$ cat config.mk
export PLATFORM = sky130hd
export DESIGN_NAME = mcrb_ctrl
export DESIGN_NICKNAME = d
export VERILOG_FILES = /design/src/design/mcrb_pkg.sv /design/src/design/mcrb_ctrl.sv
export SDC_FILE = /design/constraint.sdc
export NUM_CORES = 1
export LEC_CHECK = 0
export BUFFER_PORTS_ARGS = -buffer_cell sky130_fd_sc_hd__buf_2
export CAP_MARGIN = 20
export CELL_PAD_IN_SITES_DETAIL_PLACEMENT = 0
export CELL_PAD_IN_SITES_GLOBAL_PLACEMENT = 1
export CORE_AREA = 2 2 76 107
export DETAILED_ROUTE_END_ITERATION = 8
export DIE_AREA = 0 0 78 109
export PLACE_DENSITY_LB_ADDON = 0.08
export RECOVER_POWER = 50
export SYNTH_ARGS = -nofsm -noshare
export SYNTH_HDL_FRONTEND = slang
export SYNTH_SLANG_ARGS = --single-unit
$ cat constraint.sdc
create_clock -name i_clk -period 3.7 [get_ports i_clk]
set_input_delay 0.37 -clock i_clk [delete_from_list [all_inputs] [get_ports i_clk]]
set_output_delay 0.37 -clock i_clk [all_outputs]
set_load 0.05 [all_outputs]
$ cat src/design/mcrb_pkg.sv
// Shared types and constants for the multichannel overwrite ring buffer.
package mcrb_pkg;

    localparam int ACTION_W = 2;
    localparam int INDEX_W  = 6;
    localparam int WORD_W   = 64;
    localparam int IO_CH    = 4;
    localparam int OCC_W    = 7;

    typedef enum logic [ACTION_W-1:0] {
        ACT_PUT,
        ACT_GET,
        ACT_LOOK,
        ACT_CLEAR
    } t_action;

    typedef logic [WORD_W-1:0] t_word;

    typedef struct packed {
        logic             data_valid;
        logic [OCC_W-1:0] occupancy;
        logic             is_full;
        logic             is_empty;
    } t_status;

endpackage

$ cat src/design/mcrb_ctrl.sv
// Pointer and flag control: decodes the action, drives the slot memory, registers status.
module mcrb_ctrl import mcrb_pkg::*; #(
    parameter int DEPTH = 64,
    localparam int PTR_W = $clog2(DEPTH),
    localparam int CNT_W = PTR_W + 1
) (
    input  logic               i_clk,
    input  logic               i_rst_n,
    input  logic               i_accept,
    input  t_action            i_action,
    input  logic [INDEX_W-1:0] i_index,
    output logic               o_wr_en,
    output logic [PTR_W-1:0]   o_wr_addr,
    output logic               o_rd_en,
    output logic [PTR_W-1:0]   o_rd_addr,
    output logic               o_strobe,
    output t_status            o_status
);

    localparam int IDX_N = 2 ** INDEX_W;

    typedef logic [PTR_W-1:0] t_mod_tab [IDX_N];

    // index reduced modulo DEPTH, built at elaboration
    function automatic t_mod_tab build_mod_tab();
        t_mod_tab tab;
        for (int i = 0; i < IDX_N; i++) begin
            tab[i] = PTR_W'(i % DEPTH);
        end
        return tab;
    endfunction

    localparam t_mod_tab MOD_TAB = build_mod_tab();

    function automatic logic [PTR_W-1:0] ptr_inc(input logic [PTR_W-1:0] p);
        return (p == PTR_W'(DEPTH - 1)) ? '0 : p + 1'b1;
    endfunction

    logic [PTR_W-1:0] r_wr, n_wr;
    logic [PTR_W-1:0] r_rd, n_rd;
    logic             r_full, n_full;
    logic             r_strobe;
    t_status          r_status, n_status;

    logic             empty;
    logic             valid;
    logic [CNT_W-1:0] look_sum;
    logic [PTR_W-1:0] look_addr;
    logic [CNT_W-1:0] diff;
    logic [CNT_W-1:0] occ;

    assign empty = !r_full && (r_wr == r_rd);

    assign look_sum  = {1'b0, r_rd} + {1'b0, MOD_TAB[i_index]};
    assign look_addr = (look_sum >= CNT_W'(DEPTH)) ? PTR_W'(look_sum - CNT_W'(DEPTH))
                                                   : look_sum[PTR_W-1:0];

    always_comb begin
        n_wr      = r_wr;
        n_rd      = r_rd;
        n_full    = r_full;
        o_wr_en   = 1'b0;
        o_rd_en   = 1'b0;
        o_rd_addr = r_rd;
        valid     = 1'b0;
        if (i_accept) begin
            case (i_action)
                ACT_PUT: begin
                    o_wr_en = 1'b1;
                    if (r_full) begin
                        n_rd = ptr_inc(r_rd);
                    end
                    n_wr   = ptr_inc(r_wr);
                    n_full = (ptr_inc(r_wr) == n_rd);
                end
                ACT_GET: begin
                    if (!empty) begin
                        valid   = 1'b1;
                        o_rd_en = 1'b1;
                        n_full  = 1'b0;
                        n_rd    = ptr_inc(r_rd);
                    end
                end
                ACT_LOOK: begin
                    if (!empty) begin
                        valid     = 1'b1;
                        o_rd_en   = 1'b1;
                        o_rd_addr = look_addr;
                    end
                end
                ACT_CLEAR: begin
                    n_wr   = r_rd;
                    n_full = 1'b0;
                end
                default: begin
                end
            endcase
        end
    end

    assign o_wr_addr = r_wr;

    // occupancy after the action; a borrow means the write pointer has wrapped
    assign diff = {1'b0, n_wr} - {1'b0, n_rd};
    assign occ  = n_full ? CNT_W'(DEPTH)
                         : (diff[CNT_W-1] ? diff + CNT_W'(DEPTH) : diff);

    always_comb begin
        n_status.data_valid = valid;
        n_status.occupancy  = OCC_W'(occ);
        n_status.is_full    = n_full;
        n_status.is_empty   = !n_full && (n_wr == n_rd);
    end

    always_ff @(posedge i_clk) begin
        if (!i_rst_n) begin
            r_wr     <= '0;
            r_rd     <= '0;
            r_full   <= 1'b0;
            r_strobe <= 1'b0;
        end else begin
            r_wr     <= n_wr;
            r_rd     <= n_rd;
            r_full   <= n_full;
            r_strobe <= i_accept;
        end
    end

    always_ff @(posedge i_clk) begin
        if (i_accept) begin
            r_status <= n_status;
        end
    end

    assign o_strobe = r_strobe;
    assign o_status = r_status;

`ifndef ASSERT_OFF
    a_full_ptrs_equal: assert property (@(posedge i_clk) disable iff (!i_rst_n)
        r_full |-> (r_wr == r_rd))
        else $error("full flag set with unequal pointers");

    a_one_result: assert property (@(posedge i_clk) disable iff (!i_rst_n)
        i_accept |=> r_strobe)
        else $error("accepted word produced no result");

    a_valid_needs_data: assert property (@(posedge i_clk) disable iff (!i_rst_n)
        (r_strobe && r_status.data_valid) |-> $past(!empty))
        else $error("data returned from an empty buffer");

    a_full_occ: assert property (@(posedge i_clk) disable iff (!i_rst_n)
        (r_strobe && r_status.is_full) |-> (r_status.occupancy == OCC_W'(DEPTH)))
        else $error("full status with wrong occupancy");

    a_empty_occ: assert property (@(posedge i_clk) disable iff (!i_rst_n)
        (r_strobe && r_status.is_empty) |-> (r_status.occupancy == '0))
        else $error("empty status with nonzero occupancy");
`endif

endmodule

==> metrics <==
H-tree depth=1; reg2reg path depth=12; Routed Wire Length=6540 µm; Slew @ Worst Pin=0.611 ns; Post-route DRC=0; ys flop type=dfxtp_1; diode count=0; cell depth of the worst hold path=2; RR Endpoint=o_status[7]; fraction of registers with async set/reset=0; worst hold path type=in -> reg; Total Routing Usage GR=0.159; starting density of the core=0.288; final setup fails=0; GRT Residual Overflow=0; FMAX=0.315 GHz; crit-path cells=xnor2_1 -> and3_2 -> a311o_1 -> a22o_1 -> inv_1 -> ha_1 -> nor2b_1 -> o21ai_0 -> or2b_2 -> a31oi_1 -> xor3_1 -> nor2_1; top cell type's share of synthesized area=0.137; Mapped Cells=243; GPL Wtd Cong=0.829; Setup crit end kind=flop; cell accounting for the most synthesized area=edfxtp_1; Final Slew Violations=0; CTS root buf=clkbuf_8; Yosys warning total=0; initial antenna violation count=0; DR vias=1925; Hold Buf Count CTS=0; I/O Buffers=35; first-pass GRT wire length=10300 µm; R2R Setup Slk=0.53 ns; row count=38; setup TNS=0 ns; unrepaired setup endpoints after global routing=false; clk sinks=24; count of cell types in the netlist=61; I/O pin count=36; CTS max path bufs=2; largest net degree at the start of global routing=15; #FFs+latches synth=24; Layout Nets=321; worst path buffer plus inverter count=1; CTS tree=done; Max VDD drop=0.224 mV; core area=7610 µm²; Worst path slowest cell=dfxtp_1; die area=8500 µm²; Worst EP arrival=3.31 ns; min Tclk post-route=3.17 ns; status=complete, no violations; drt via density=4.94; vias in the first global route=1952; Synth Area per Inst=9.02 µm²; Cell Area, Synth=2190 µm²; Die Ht=109 µm; layout filler cell count=826; top cells by count, synth=nand2_1 (19), nor2_1 (19), inv_1 (18); CP Class=reg -> reg; Resize count post-CTS=0; die width=78 µm; final hold viol count=0; DRT iter0 DRCs=73; synth-to-layout area growth=18.3%; proportion of layout cells with a drive suffix above 1=0.224; Crit Path Max Fanout=6; max cap viols=0; Antenna Nets Post-Route=0; reg-to-reg critical path startpoint=o_wr_addr[4]; Seq/Total Area, Yosys=0.265; Leak=1.15 nW; pwr dens=248 nW/µm²; post-CTS setup buffers=0; Crit path max-delay family=compound AO/OA/AOI/OAI gates; max_slew headroom=0.594; Layout Skew=0.00973 ns; Post-DP HPWL=5460 µm; final routed wire length divided by cell count=16.8 µm; startpoint types=flop; Num CTS Buffers=3; Clock Latency Late Sink=0.27 ns; Worst Min Path Start=i_rst_n; crit share post-route=0.857; Worst EP required=3.84 ns; EDFF count, synth=10; main area contributors after synthesis=edfxtp_1 (14%), dfxtp_1 (13%), ha_1 (9.7%); Max stage delay on crit path=0.46 ns; CTS clk-pin slew, worst paths=0.09 ns; hold worst-path end=o_wr_addr[2]; router iterations before antenna repair=4; syn_nets=273; Final Util=0.341
## cell families after synthesis
family	Yosys count	share of synthesized area
flip-flops	24	0.265
AO/OA/AOI/OAI	60	0.204
multiplexers	6	0.0291
AND/OR/NAND/NOR	79	0.203
adder cells (fa/ha/maj)	19	0.115
XOR/XNOR	23	0.106
buffers and inverters	32	0.0777
## worst max-delay path by stage
stage | start | to | slack, ns | depth (start not counted)
after floorplan | o_wr_addr[0] | o_status[7] | 0.31 | 13
after global placement | i_action[0] | o_status[7] | 0.47 | 14
after detailed placement | i_action[1] | o_status[7] | 0.40 | 14
after CTS | o_wr_addr[4] | o_status[7] | 0.50 | 13
after global routing | o_wr_addr[4] | o_status[7] | 0.27 | 13
final | o_wr_addr[4] | o_status[7] | 0.53 | 12
## cell type report
cell class	instances	area [µm²]	share of cell area
multi-input combinational	187	1440	0.556
inverter	20	76.3	0.0295
clock buffer	4	66.3	0.0256
timing repair buffer	55	303	0.117
sequential	24	581	0.224
tap	100	125	0.0483
## sequential cells by signal (all words and copies together) (netlist names)
name       count
r_rd           6
o_strobe       1
o_status      10
o_wr_addr      6
r_full         1
## worst reg2reg max path, stage by stage, from the launching register on
cell     delay [ns]
dfxtp_1        0.46
xnor2_1        0.17
and3_2         0.27
a311o_1        0.42
a22o_1         0.31
inv_1          0.07
ha_1           0.23
nor2b_1        0.13
o21ai_0        0.14
or2b_2         0.33
a31oi_1        0.20
xor3_1         0.24
nor2_1         0.09
## metrics by stage
step | total power, mW | hold slack (ns) | std cells | setup WS [ns] | cell area [µm²]
after detailed placement | 0.449 | 0.720 | 386 | 0.405 | 2550
after CTS | 0.657 | 0.442 | 390 | 0.499 | 2610
after global placement | 0.449 | 0.713 | 386 | 0.470 | 2550
after global routing | 0.677 | 0.428 | 390 | 0.273 | 2590
final | 0.644 | 0.438 | 390 | 0.528 | 2590
after floorplan | 0.403 | 0.482 | 243 | 0.310 | 2190
## metal layers
| metal | wire length (µm) | track usage |
|---|---|---|
| met3 | 167 | 0.0124 |
| met4 | 166 | 0.0551 |
| met5 | 0 | 0 |
| met2 | 3610 | 0.319 |
| met1 | 2600 | 0.172 |
## where the power goes
group	leakage, nW	switching, mW	internal, mW
sequential	0.215	0.00468	0.288
clock	0.0339	0.0877	0.117
combinational	0.898	0.103	0.0431
## cells in the final DEF (no fill, tap or decap), types with 2 or more instances in the layout
master,n
a211oi_2,2
a21o_1,4
a21oi_1,8
a221o_1,3
a31oi_1,3
a32oi_1,2
and2_1,9
and3_1,5
and3_2,2
buf_2,17
buf_4,20
clkbuf_1,18
clkbuf_8,3
dfxtp_1,14
edfxtp_1,10
fa_1,2
ha_1,17
inv_1,18
mux2_2,3
mux2i_1,3
nand2_1,19
nand3_1,7
nand4_1,4
nor2_1,19
nor2b_1,2
nor4_4,2
o2111ai_1,2
o211ai_1,4
o21a_1,2
o21ai_0,15
o22ai_1,2
o31ai_1,2
xnor2_1,13
xor2_1,7
xor2_2,2
Note: power is estimated with default switching activity, not from simulation.
